File: src/rtl/slcfp_pkg.sv
// Shared types, constants and helpers for the sync/length command frame parser.
`timescale 1ns / 1ps

package slcfp_pkg;

  localparam logic [7:0] MIN_LENGTH = 8'h06;
  localparam logic [8:0] END_OFFSET = 9'h003;
  localparam logic [8:0] DATA_START = 9'h009;

  localparam logic [7:0] SYNC_FIRST_RST  = 8'd34;
  localparam logic [7:0] SYNC_SECOND_RST = 8'd105;

  typedef enum logic [0:0] {
    CFG_SYNC_FIRST  = 1'b0,
    CFG_SYNC_SECOND = 1'b1
  } cfg_idx_e;

  typedef enum logic [0:0] {
    REQ_BYTE    = 1'b0,
    REQ_RELEASE = 1'b1
  } req_type_e;

  typedef enum logic [10:0] {
    PH_SYNC0  = 11'b000_0000_0001,
    PH_SYNC1  = 11'b000_0000_0010,
    PH_LEN    = 11'b000_0000_0100,
    PH_HW_LO  = 11'b000_0000_1000,
    PH_HW_HI  = 11'b000_0001_0000,
    PH_MSG_LO = 11'b000_0010_0000,
    PH_MSG_HI = 11'b000_0100_0000,
    PH_DEST   = 11'b000_1000_0000,
    PH_OP     = 11'b001_0000_0000,
    PH_DATA   = 11'b010_0000_0000,
    PH_DONE   = 11'b100_0000_0000
  } phase_e;

  localparam logic [3:0] CODE_SYNC0  = 4'd0;
  localparam logic [3:0] CODE_SYNC1  = 4'd1;
  localparam logic [3:0] CODE_LEN    = 4'd2;
  localparam logic [3:0] CODE_HW_LO  = 4'd3;
  localparam logic [3:0] CODE_HW_HI  = 4'd4;
  localparam logic [3:0] CODE_MSG_LO = 4'd5;
  localparam logic [3:0] CODE_MSG_HI = 4'd6;
  localparam logic [3:0] CODE_DEST   = 4'd7;
  localparam logic [3:0] CODE_OP     = 4'd8;
  localparam logic [3:0] CODE_DATA   = 4'd9;
  localparam logic [3:0] CODE_DONE   = 4'd10;

  typedef struct packed {
    phase_e      phase;
    logic [8:0]  write_pos;
    logic [8:0]  end_pos;
    logic [7:0]  length;
    logic [15:0] hwid;
    logic [15:0] msgid;
    logic [7:0]  dest;
    logic [7:0]  opcode;
  } parse_state_t;

  // Declared from the highest bit down, so parse_phase lands in bits 3:0.
  typedef struct packed {
    logic        pad;
    logic [7:0]  command_code;
    logic [7:0]  destination;
    logic [15:0] message_id;
    logic [15:0] hardware_id;
    logic [7:0]  frame_length;
    logic        frame_done;
    logic [7:0]  payload_byte;
    logic [7:0]  payload_index;
    logic        payload_valid;
    logic        frame_abort;
    logic [3:0]  parse_phase;
  } result_t;

  function automatic logic [3:0] phase_code(input phase_e ph);
    logic [3:0] code;
    code = CODE_SYNC0;
    unique case (ph)
      PH_SYNC0:  code = CODE_SYNC0;
      PH_SYNC1:  code = CODE_SYNC1;
      PH_LEN:    code = CODE_LEN;
      PH_HW_LO:  code = CODE_HW_LO;
      PH_HW_HI:  code = CODE_HW_HI;
      PH_MSG_LO: code = CODE_MSG_LO;
      PH_MSG_HI: code = CODE_MSG_HI;
      PH_DEST:   code = CODE_DEST;
      PH_OP:     code = CODE_OP;
      PH_DATA:   code = CODE_DATA;
      PH_DONE:   code = CODE_DONE;
      default:   code = CODE_SYNC0;
    endcase
    return code;
  endfunction

endpackage

File: src/rtl/sync_length_command_frame_parser_top.sv
// Top level of the sync/length command frame parser with stream ports.
//
//  channel   direction  sideband  data
//  s_axis    in         tuser     tdata = rx_byte, tuser = req_type
//  m_axis    out        -         tdata = parse result fields (80 bits)
//  cfg       in         -         cfg_we_i / cfg_idx_i / cfg_data_i
//
// One input item is taken per cycle while s_axis_tready is high and yields
// exactly one result item. The frame state advances in the cycle the item
// is accepted; its result is registered in the output register or skid stage.
// A skid stage keeps s_axis_tready high for one more item under a stall.
// Reset clears the frame state and loads the default sync bytes.
`timescale 1ns / 1ps

module sync_length_command_frame_parser_top import slcfp_pkg::*; (
  input  logic        clk_i,
  input  logic        rst_ni,
  input  logic        cfg_we_i,
  input  logic [0:0]  cfg_idx_i,
  input  logic [7:0]  cfg_data_i,
  input  logic        s_axis_tvalid,
  output logic        s_axis_tready,
  input  logic [7:0]  s_axis_tdata,  // [7:0] rx_byte
  input  logic [0:0]  s_axis_tuser,  // [0] req_type
  output logic        m_axis_tvalid,
  input  logic        m_axis_tready,
  // [3:0] parse_phase, [4] frame_abort, [5] payload_valid, [13:6] payload_index,
  // [21:14] payload_byte, [22] frame_done, [30:23] frame_length,
  // [46:31] hardware_id, [62:47] message_id, [70:63] destination,
  // [78:71] command_code, [79] zero
  output logic [79:0] m_axis_tdata
);

  logic [7:0]   sync_first_q;
  logic [7:0]   sync_second_q;
  parse_state_t state_q, state_d;
  result_t      res;
  result_t      out_res;
  logic         in_acc;
  req_type_e    req;

  assign req    = req_type_e'(s_axis_tuser[0]);
  assign in_acc = s_axis_tvalid && s_axis_tready;

  always_ff @(posedge clk_i or negedge rst_ni) begin
    if (!rst_ni) begin
      sync_first_q  <= SYNC_FIRST_RST;
      sync_second_q <= SYNC_SECOND_RST;
    end else if (cfg_we_i) begin
      unique case (cfg_idx_e'(cfg_idx_i))
        CFG_SYNC_FIRST:  sync_first_q  <= cfg_data_i;
        CFG_SYNC_SECOND: sync_second_q <= cfg_data_i;
        default: begin
        end
      endcase
    end
  end

  slcfp_step u_step (
    .cur_i         (state_q),
    .sync_first_i  (sync_first_q),
    .sync_second_i (sync_second_q),
    .req_i         (req),
    .byte_i        (s_axis_tdata),
    .nxt_o         (state_d),
    .res_o         (res)
  );

  always_ff @(posedge clk_i or negedge rst_ni) begin
    if (!rst_ni) begin
      state_q.phase     <= PH_SYNC0;
      state_q.write_pos <= '0;
      state_q.end_pos   <= '0;
      state_q.length    <= '0;
      state_q.hwid      <= '0;
      state_q.msgid     <= '0;
      state_q.dest      <= '0;
      state_q.opcode    <= '0;
    end else if (in_acc) begin
      state_q <= state_d;
    end
  end

  slcfp_out_skid u_out (
    .clk_i       (clk_i),
    .rst_ni      (rst_ni),
    .in_valid_i  (s_axis_tvalid),
    .in_ready_o  (s_axis_tready),
    .in_data_i   (res),
    .out_valid_o (m_axis_tvalid),
    .out_ready_i (m_axis_tready),
    .out_data_o  (out_res)
  );

  assign m_axis_tdata = out_res;

  a_release_rearms: assert property (@(posedge clk_i) disable iff (!rst_ni)
    (in_acc && req == REQ_RELEASE) |=> (state_q.phase == PH_SYNC0))
    else $error("release item did not re-arm the sync hunt");

  a_data_in_range: assert property (@(posedge clk_i) disable iff (!rst_ni)
    (state_q.phase == PH_DATA) |-> (state_q.write_pos < state_q.end_pos))
    else $error("data phase entered with no payload room left");

  a_abort_no_payload: assert property (@(posedge clk_i) disable iff (!rst_ni)
    m_axis_tvalid |-> !(out_res.frame_abort && out_res.payload_valid))
    else $error("result flags both an abort and a payload byte");

  a_done_holds: assert property (@(posedge clk_i) disable iff (!rst_ni)
    (in_acc && req == REQ_BYTE && state_q.phase == PH_DONE) |=> $stable(state_q))
    else $error("byte changed the state of a held frame");

endmodule

File: src/rtl/slcfp_step.sv
// Per-byte parser step: next frame state and the result item for one input item.
`timescale 1ns / 1ps

module slcfp_step import slcfp_pkg::*; (
  input  parse_state_t cur_i,
  input  logic [7:0]   sync_first_i,
  input  logic [7:0]   sync_second_i,
  input  req_type_e    req_i,
  input  logic [7:0]   byte_i,
  output parse_state_t nxt_o,
  output result_t      res_o
);

  logic       abort;
  logic       pv;
  logic [7:0] pidx;
  logic [7:0] pbyte;
  logic [8:0] wp_inc;

  assign wp_inc = cur_i.write_pos + 9'd1;

  always_comb begin
    nxt_o = cur_i;
    abort = 1'b0;
    pv    = 1'b0;
    pidx  = '0;
    pbyte = '0;
    if (req_i == REQ_RELEASE) begin
      nxt_o.phase     = PH_SYNC0;
      nxt_o.write_pos = '0;
      nxt_o.end_pos   = '0;
    end else begin
      unique case (cur_i.phase)
        PH_SYNC0: begin
          if (byte_i == sync_first_i) nxt_o.phase = PH_SYNC1;
        end
        PH_SYNC1: begin
          if (byte_i == sync_second_i) begin
            nxt_o.phase = PH_LEN;
          end else begin
            nxt_o.phase     = PH_SYNC0;
            nxt_o.write_pos = '0;
            nxt_o.end_pos   = '0;
            abort           = 1'b1;
          end
        end
        PH_LEN: begin
          if (byte_i >= MIN_LENGTH) begin
            nxt_o.length    = byte_i;
            nxt_o.write_pos = DATA_START;
            nxt_o.end_pos   = {1'b0, byte_i} + END_OFFSET;
            nxt_o.phase     = PH_HW_LO;
          end else begin
            nxt_o.phase     = PH_SYNC0;
            nxt_o.write_pos = '0;
            nxt_o.end_pos   = '0;
            abort           = 1'b1;
          end
        end
        PH_HW_LO: begin
          nxt_o.hwid[7:0] = byte_i;
          nxt_o.phase     = PH_HW_HI;
        end
        PH_HW_HI: begin
          nxt_o.hwid[15:8] = byte_i;
          nxt_o.phase      = PH_MSG_LO;
        end
        PH_MSG_LO: begin
          nxt_o.msgid[7:0] = byte_i;
          nxt_o.phase      = PH_MSG_HI;
        end
        PH_MSG_HI: begin
          nxt_o.msgid[15:8] = byte_i;
          nxt_o.phase       = PH_DEST;
        end
        PH_DEST: begin
          nxt_o.dest  = byte_i;
          nxt_o.phase = PH_OP;
        end
        PH_OP: begin
          nxt_o.opcode = byte_i;
          nxt_o.phase  = (cur_i.write_pos < cur_i.end_pos) ? PH_DATA : PH_DONE;
        end
        PH_DATA: begin
          if (cur_i.write_pos < cur_i.end_pos) begin
            pv              = 1'b1;
            pidx            = 8'(cur_i.write_pos - DATA_START);
            pbyte           = byte_i;
            nxt_o.write_pos = wp_inc;
          end
          if (nxt_o.write_pos == cur_i.end_pos) nxt_o.phase = PH_DONE;
        end
        PH_DONE: begin
        end
        default: begin
        end
      endcase
    end
  end

  always_comb begin
    res_o               = '0;
    res_o.parse_phase   = phase_code(nxt_o.phase);
    res_o.frame_abort   = abort;
    res_o.payload_valid = pv;
    res_o.payload_index = pidx;
    res_o.payload_byte  = pbyte;
    res_o.frame_done    = (nxt_o.phase == PH_DONE);
    res_o.frame_length  = nxt_o.length;
    res_o.hardware_id   = nxt_o.hwid;
    res_o.message_id    = nxt_o.msgid;
    res_o.destination   = nxt_o.dest;
    res_o.command_code  = nxt_o.opcode;
  end

endmodule

File: src/rtl/slcfp_out_skid.sv
// Output register with a skid stage for result items.
`timescale 1ns / 1ps

module slcfp_out_skid import slcfp_pkg::*; (
  input  logic    clk_i,
  input  logic    rst_ni,
  input  logic    in_valid_i,
  output logic    in_ready_o,
  input  result_t in_data_i,
  output logic    out_valid_o,
  input  logic    out_ready_i,
  output result_t out_data_o
);

  logic    out_valid_q, out_valid_d;
  logic    skid_valid_q, skid_valid_d;
  result_t out_q, out_d;
  result_t skid_q, skid_d;
  logic    in_acc;
  logic    out_free;

  assign in_ready_o  = !skid_valid_q;
  assign in_acc      = in_valid_i && in_ready_o;
  assign out_free    = !out_valid_q || out_ready_i;
  assign out_valid_o = out_valid_q;
  assign out_data_o  = out_q;

  always_comb begin
    out_valid_d  = out_valid_q;
    skid_valid_d = skid_valid_q;
    out_d        = out_q;
    skid_d       = skid_q;
    if (out_free) begin
      if (skid_valid_q) begin
        out_d        = skid_q;
        out_valid_d  = 1'b1;
        skid_valid_d = 1'b0;
      end else begin
        out_d       = in_data_i;
        out_valid_d = in_acc;
      end
    end else if (in_acc) begin
      skid_d       = in_data_i;
      skid_valid_d = 1'b1;
    end
  end

  always_ff @(posedge clk_i or negedge rst_ni) begin
    if (!rst_ni) begin
      out_valid_q  <= 1'b0;
      skid_valid_q <= 1'b0;
    end else begin
      out_valid_q  <= out_valid_d;
      skid_valid_q <= skid_valid_d;
    end
  end

  always_ff @(posedge clk_i) begin
    out_q  <= out_d;
    skid_q <= skid_d;
  end

  a_skid_implies_out: assert property (@(posedge clk_i) disable iff (!rst_ni)
    skid_valid_q |-> out_valid_q)
    else $error("skid stage holds an item while the output register is empty");

  a_skid_drains: assert property (@(posedge clk_i) disable iff (!rst_ni)
    (skid_valid_q && out_ready_i) |=> (out_valid_q && !skid_valid_q))
    else $error("skid item did not move to the output register");

endmodule
File: config.mk
export PLATFORM = sky130hd
export DESIGN_NAME = sync_length_command_frame_parser_top
export DESIGN_NICKNAME = d
export VERILOG_FILES = /design/src/rtl/slcfp_pkg.sv /design/src/rtl/sync_length_command_frame_parser_top.sv /design/src/rtl/slcfp_step.sv /design/src/rtl/slcfp_out_skid.sv
export SDC_FILE = /design/constraint.sdc
export NUM_CORES = 1
export LEC_CHECK = 0
export BUFFER_PORTS_ARGS = -buffer_cell sky130_fd_sc_hd__buf_2
export CAP_MARGIN = 10
export CORE_MARGIN = 3
export CORE_UTILIZATION = 55
export DETAILED_ROUTE_END_ITERATION = 12
export GPL_TIMING_DRIVEN = 0
export PLACE_DENSITY = 0.73
export REMOVE_ABC_BUFFERS = 1
export SLEW_MARGIN = 5
export SYNTH_ARGS = -nofsm -noshare
export SYNTH_HDL_FRONTEND = slang
export SYNTH_SLANG_ARGS = --single-unit
File: constraint.sdc
create_clock -name clk_i -period 10.6 [get_ports clk_i]
set_input_delay 0 -clock clk_i [delete_from_list [all_inputs] [get_ports clk_i]]
set_output_delay 0 -clock clk_i [all_outputs]
set_load 0.05 [all_outputs]
# After elaboration in Yosys (flattened, before gate mapping)
# Index checks and enable logic that the tools add are counted.
[classes]
n_lt_le_gt_ge = 2
bitwise = 2
reduce_logical = 12
n_eq_ne = 24
muxes = 40
n_addsub = 3
[op_table]
columns = ["cell", "n"]
rows = [
  ["$mux 8", 14],
  ["$pmux 11 s10", 1],
  ["$mux 79", 1],
  ["$mux 56", 1],
  ["$pmux 4 s10", 1],
  ["$mux 11", 3],
  ["$mux 29", 1],
  ["$mux 9", 3],
  ["$pmux 9 s3", 1],
  ["$eq 11x10->1 const B", 2],
  ["$eq 11x2->1 const B", 2],
  ["$eq 11x3->1 const B", 2],
  ["$eq 11x4->1 const B", 2],
  ["$eq 11x5->1 const B", 2],
  ["$eq 11x6->1 const B", 2],
  ["$eq 11x7->1 const B", 2],
  ["$eq 11x8->1 const B", 2],
  ["$eq 11x9->1 const B", 2],
  ["$mux 22", 1],
  ["$mux 18", 1],
  ["$pmux 9 s2", 1],
  ["$eq 8x8->1", 2],
  ["$eq 11x1->1 const B", 1],
  ["$eq 11x11->1 const B", 1],
  ["19 further kinds", 32],
]
[totals]
output_inout_bits = 82
inputBits = 23
register_bits = 261
elab_cells = 117

# Longest topological paths before layout
[logic_depth]
depth_word = 11
depth_mapped = 19
depth_no_buf = 18

# Cells and area by module
# Synthesis repeated with hierarchy kept, for this count alone.
[unflattened]
cells_unflattened = 970
hier_area_um2 = 13487.9
[by_module_without_submodules]
columns = ["module", "seq_area_each_um2", "area_per_inst_um2", "n_inst", "cells_each"]
rows = [
  ["slcfp_out_skid", 4854.7, 6130.9, 1, 257],
  ["sync_length_command_frame_parser_top", 2536.2, 3965.1, 1, 215],
  ["slcfp_step", 0.0, 3392.0, 1, 498],
]

# Worst setup path after synthesis
# Ideal clock, no wire load.
[synth_path]
path_kind = "register -> register"
startpoint = "register u_out.out_valid_q (netlist: u_out.out_valid_o)"
endpoint = "register u_out.skid_q[0] in the netlist's numbering, enable pin"
setup_ns = 0.517
period_less_slack_ns = 6.628
arrival_time_ns = 6.111
n_path_buf = 0
path_stages_with_launch = 3
required_ns = 10.083
setup_slack_ns = 3.972
cell_sequence = "dfrtp_1 nand2b_1 nor2_1"
[synth_between]
elab_chain_len = 4
[synth_lines]
columns = ["element", "line", "source"]
rows = [
  ["from (decl)", "slcfp_out_skid.sv:15", "logic out_valid_q, out_valid_d;"],
  ["from (signal assigned)", "slcfp_out_skid.sv:53", "out_valid_q <= out_valid_d;"],
  ["$logic_not 1->1", "slcfp_out_skid.sv:24", "assign out_free = !out_valid_q || out_ready_i;"],
  ["$logic_or 1x1->1", "slcfp_out_skid.sv:24", ""],
  ["$not 1->1 (no line)", "-", ""],
  ["$reduce_and 2->1 (no line)", "-", ""],
  ["to (signal assigned)", "slcfp_out_skid.sv:60", "skid_q <= skid_d;"],
  ["to (decl)", "slcfp_out_skid.sv:18", "result_t skid_q, skid_d;"],
]
# Every way passes these cells.
# A chain may end at the register's enable or synchronous reset.

# Worst setup path after layout
[layout_path]
startpoint = "register state_q[67] in the netlist's numbering"
endpoint = "register u_out.out_q (netlist bit u_out.out_data_o[3]), data pin"
[layout_between]
elab_chain_len = 11
elab_cells_between_ends = 22
cone_classes = "1 x add/sub; 1 x order compare; 11 x eq/ne; 9 x mux"
[layout_lines]
columns = ["element", "line", "source"]
rows = [
  ["from (decl)", "sync_length_command_frame_parser_top.sv:36", "parse_state_t state_q, state_d;"],
  ["from (signal assigned)", "sync_length_command_frame_parser_top.sv:80", "state_q <= state_d;"],
  ["$add 9x1->9 / $lt 9x9->1 (equally long branches)", "slcfp_step.sv:20, slcfp_step.sv:82, slcfp_step.sv:85", ""],
  ["$mux 9", "slcfp_step.sv:85", "if (cur_i.write_pos < cur_i.end_pos) begin"],
  ["$mux 9", "slcfp_step.sv:33", "unique case (cur_i.phase)"],
  ["$mux 9", "slcfp_step.sv:28", "if (req_i == REQ_RELEASE) begin"],
  ["$eq 9x9->1", "slcfp_step.sv:91", "if (nxt_o.write_pos == cur_i.end_pos) nxt_o.phase = PH_DONE;"],
  ["$mux 11", "slcfp_step.sv:91", ""],
  ["$pmux 11 s10 (*)", "slcfp_step.sv:33", ""],
  ["$mux 29 (*)", "slcfp_step.sv:28", ""],
  ["$eq 11x11->1, or another cell as far along", "slcfp_pkg.sv:79", "unique case (ph)"],
  ["$pmux 4 s10 (*)", "slcfp_pkg.sv:79", ""],
  ["$mux 79 (*)", "slcfp_out_skid.sv:34", "if (skid_valid_q) begin"],
  ["to (signal assigned)", "slcfp_out_skid.sv:59", "out_q <= out_d;"],
  ["to (decl)", "slcfp_out_skid.sv:17", "result_t out_q, out_d;"],
]
# Every way passes the cells marked *; elsewhere a longest branch is shown, timed or not. The select of a mux whose other input is x is not followed.

==> out/qor.csv <==
stage;metric;value;unit
timing;final setup fails;0;
placement;gpl congestion;0.907;
critical_path;CP Launch Type;flop;
detailed_routing;Via density;5.79;
critical_path;crit path max fanout;14;
logic_synthesis;Ys Warns;0;
critical_path;reg-to-reg startpoint;state_q[67];
placement;Place WS;5.35;ns
critical_path;worst endpoint required time;10.89;ns
critical_path;crit path DAT;5.62;ns
logic_synthesis;Seq/Total Area, Yosys;0.594;
logic_synthesis;post-synthesis async set-or-reset flop share;0.395;
clock_network;TritonCTS clock tree;yes;
detailed_routing;Routed WL;27.1;mm
clock_network;Worst-path clk slew;0.06;ns
critical_path;Setup CP Type;flop to flop;
detailed_routing;Final ANT Viol Nets;0;
global_routing;vias in the first global route;8134;
floorplanning;placeable core area;22000;um^2
clock_network;root buffer cell;clkbuf_16;
timing;Layout Skew;0.00858;ns
floorplanning;die width;156;um
placement;port bufs;103;
floorplanning;I/O Pins;105;
global_routing;largest net degree at the start of global routing;53;
run_status;status;complete, but fails checks;
pwr;VDD IR max;0.000156;V
global_routing;first-pass GRT wire length;43.6;mm
critical_path;reg2reg end;u_out.out_data_o[3];
layout;Final nets;1184;
clock_network;clk sink count;261;
layout;Finished Core Util;0.642;
timing;Rel. slew slack;0.248;
detailed_routing;DRC;0;
pwr;leakage power;6.17;nW
hold_path;Hold Crit Class;input port to async pin;
global_routing;remaining global-route overflow;0;
run;Max Cap Violations;0;
layout;commonest non-fill, non-tap cell in the layout;nand2_1;
timing;TNS Setup;0;ns
layout;fillers;1693;
critical_path;reg2reg path depth;17;
timing;Worst-Margin Slew;1.12;ns
logic_synthesis;Cell Area, Synth;12300;um^2
logic_synthesis;Post-synth top flop;edfxtp_1;
layout;ANT cells;0;
floorplanning;die height;156;um
floorplanning;die area;24300;um^2
layout;Layout area overhead;14.3;%
critical_path;CP endpoint kind;flop;
global_routing;initial antenna violation count;0;
timing;maximum clock rate;188;MHz
detailed_routing;via count;8387;
clock_network;H-tree level count;1;
floorplanning;num rows;54;
timing;fin crit share;0.503;
timing;post-layout min period;5.33;ns
timing;Fin. Hold Viols;5;
logic_synthesis;mean area per synthesized cell;11.6;um^2
clock_network;Clock Tree Buf Depth;3;
global_routing;overall global routing resource usage;0.222;
detailed_routing;routed length per placed instance;18.7;um
detailed_routing;Pre-antenna DRT Iters;5;
logic_synthesis;Mapped Cells;1062;
clock_network;TritonCTS Buffers;26;
detailed_routing;DRC marker count from the first detailed-route iteration;584;
timing;setup ws final;5.27;ns
critical_path;r2r setup slk;5.27;ns
logic_synthesis;Seq cells post-synth;261;
clock_network;Resize count post-CTS;0;
clock_network;Skew-Pair Late Insertion Delay;0.52;ns
layout;layout cells sized above 1;0.260;
timing;unrepaired setup endpoints after global routing;no;
run_status;failing checks;negative hold slack;
placement;detailed placer's ending HPWL;17.4;mm
layout;commonest cells after routing, fill and taps aside;nand2_1 (241), edfxtp_1 (158), mux2_2 (128);
floorplanning;Starting Density;0.562;
timing;Hold Slack;-0.00907;ns
placement;Placed Cells;1388;
pwr;Pwr per Cell Area;164;nW/um^2
timing;Final Max Slew Viols;0;
layout;Finished Layout Cells;1448;
logic_synthesis;EDFF count, synth;158;
logic_synthesis;Netlist cell types;69;
[worst max-delay path, stage by stage (launching register included)]
cell     delay, ns
dfrtp_1       0.62
ha_1          0.33
a21oi_1       0.16
o21ai_0       0.14
a21oi_1       0.44
nand2_1       0.36
inv_1         0.43
ha_1          0.35
xnor2_1       0.16
nor4_1        0.33
nand2_1       0.08
a31oi_1       0.15
a41o_1        0.12
o21a_1        0.19
nand2_1       0.16
a21oi_1       0.33
mux2_2        0.39
o31ai_1       0.34
[synthesized netlist by cell type, types with 3 or more instances]
| library cell | instances | share of area |
|---|---|---|
| a211o_1 | 4 | 0.0028 |
| a21oi_1 | 19 | 0.0077 |
| a31oi_1 | 5 | 0.0025 |
| and2_1 | 3 | 0.0015 |
| and3_1 | 10 | 0.0051 |
| buf_1 | 6 | 0.0018 |
| buf_6 | 3 | 0.0027 |
| clkbuf_1 | 55 | 0.017 |
| clkinv_1 | 3 | 0.00091 |
| dfrtp_1 | 96 | 0.19 |
| dfstp_2 | 7 | 0.015 |
| edfxtp_1 | 158 | 0.38 |
| ha_1 | 13 | 0.013 |
| inv_1 | 17 | 0.0052 |
| mux2_2 | 128 | 0.12 |
| nand2_1 | 242 | 0.074 |
| nand2b_1 | 5 | 0.0025 |
| nand3_1 | 11 | 0.0045 |
| nand4_1 | 13 | 0.0066 |
| nand4b_1 | 3 | 0.0021 |
| nor2_1 | 52 | 0.016 |
| nor2b_1 | 9 | 0.0046 |
| nor3_1 | 11 | 0.0045 |
| nor3b_1 | 3 | 0.0018 |
| nor4_1 | 9 | 0.0046 |
| nor4b_1 | 3 | 0.0021 |
| o21a_1 | 3 | 0.0018 |
| o21ai_0 | 51 | 0.021 |
| o31ai_1 | 23 | 0.014 |
| or2_2 | 3 | 0.0015 |
| xnor2_1 | 23 | 0.016 |
| xor2_1 | 21 | 0.015 |
[power by group]
part           switching, mW  internal (mW)
Clock                  0.374          0.494
Sequential            0.0209           1.13
Combinational          0.209         0.0809
Total                  0.604           1.71
[registers in the layout, summed over array words and instances (netlist names)]
signal / flops
u_out.skid_valid_q: 1
u_out.out_valid_o: 1
state_q: 85
u_out.out_data_o: 79
u_out.skid_q: 79
sync_second_q: 8
sync_first_q: 8
[final cells by class]
class,count,area (um^2),share of cell area
timing repair buffer,124,851,0.0603
clock buffer,37,753,0.0534
clock inverter,11,58.8,0.00417
tap,280,350,0.0248
sequential,261,7330,0.520
inverter,20,76.3,0.00541
multi-input combinational,715,4680,0.332
[worst max path at each step]
| stage | endpoint | slack (ns) | startpoint | cells past startpoint |
|---|---|---|---|---|
| 2_1_floorplan | u_out.skid_q[0] | 3.46 | u_out.skid_valid_q | 3 |
| 3_3_place_gp | u_out.skid_q[64] | -0.49 | u_out.skid_valid_q | 3 |
| 3_5_place_dp | u_out.out_data_o[3] | 5.35 | state_q[67] | 17 |
| 4_1_cts | u_out.out_data_o[3] | 5.32 | state_q[67] | 17 |
| 5_1_grt | u_out.out_data_o[3] | 5.04 | state_q[67] | 17 |
| 6_report | u_out.out_data_o[3] | 5.27 | state_q[67] | 17 |
[per-layer routing]
| layer | wire length, um | up-vias | global-route usage |
|---|---|---|---|
| li1 | - | 3963 | - |
| met1 | 12300 | 4137 | 0.319 |
| met2 | 12900 | 258 | 0.367 |
| met3 | 1550 | 29 | 0.0336 |
| met4 | 393 | 0 | 0.0408 |
| met5 | 0 | - | 0 |
[cell families (layout without fill, tap and decap cells)]
kind of cell | Yosys count | in the layout | synth area share
DFF | 261 | 261 | 0.594
AOI/OAI and AO/OA | 132 | 132 | 0.0685
adders and majority gates | 13 | 13 | 0.0132
buffers and inverters | 86 | 192 | 0.0284
other | 1 | 1 | 0.000304
xor gates and xnor gates | 44 | 44 | 0.0312
muxes | 131 | 131 | 0.119
and+or+nand+nor | 394 | 394 | 0.145
[repair_timing]
action	CTS	global route
setup buffers	0	0
hold buffers	12	0
endpoints found under the hold margin	135	0
[metrics by stage]
step | hold slack, ns | power (mW) | cell area, um^2
final | -0.00907 | 2.31 | 14100
after global placement | 0.245 | 1.46 | 12900
after floorplan | -0.296 | 1.37 | 12100
after global routing | 0.00982 | 2.40 | 14100
after detailed placement | -0.00361 | 1.46 | 13200
after CTS | 0.00421 | 2.33 | 14100
(Power assumes the default switching activity.)
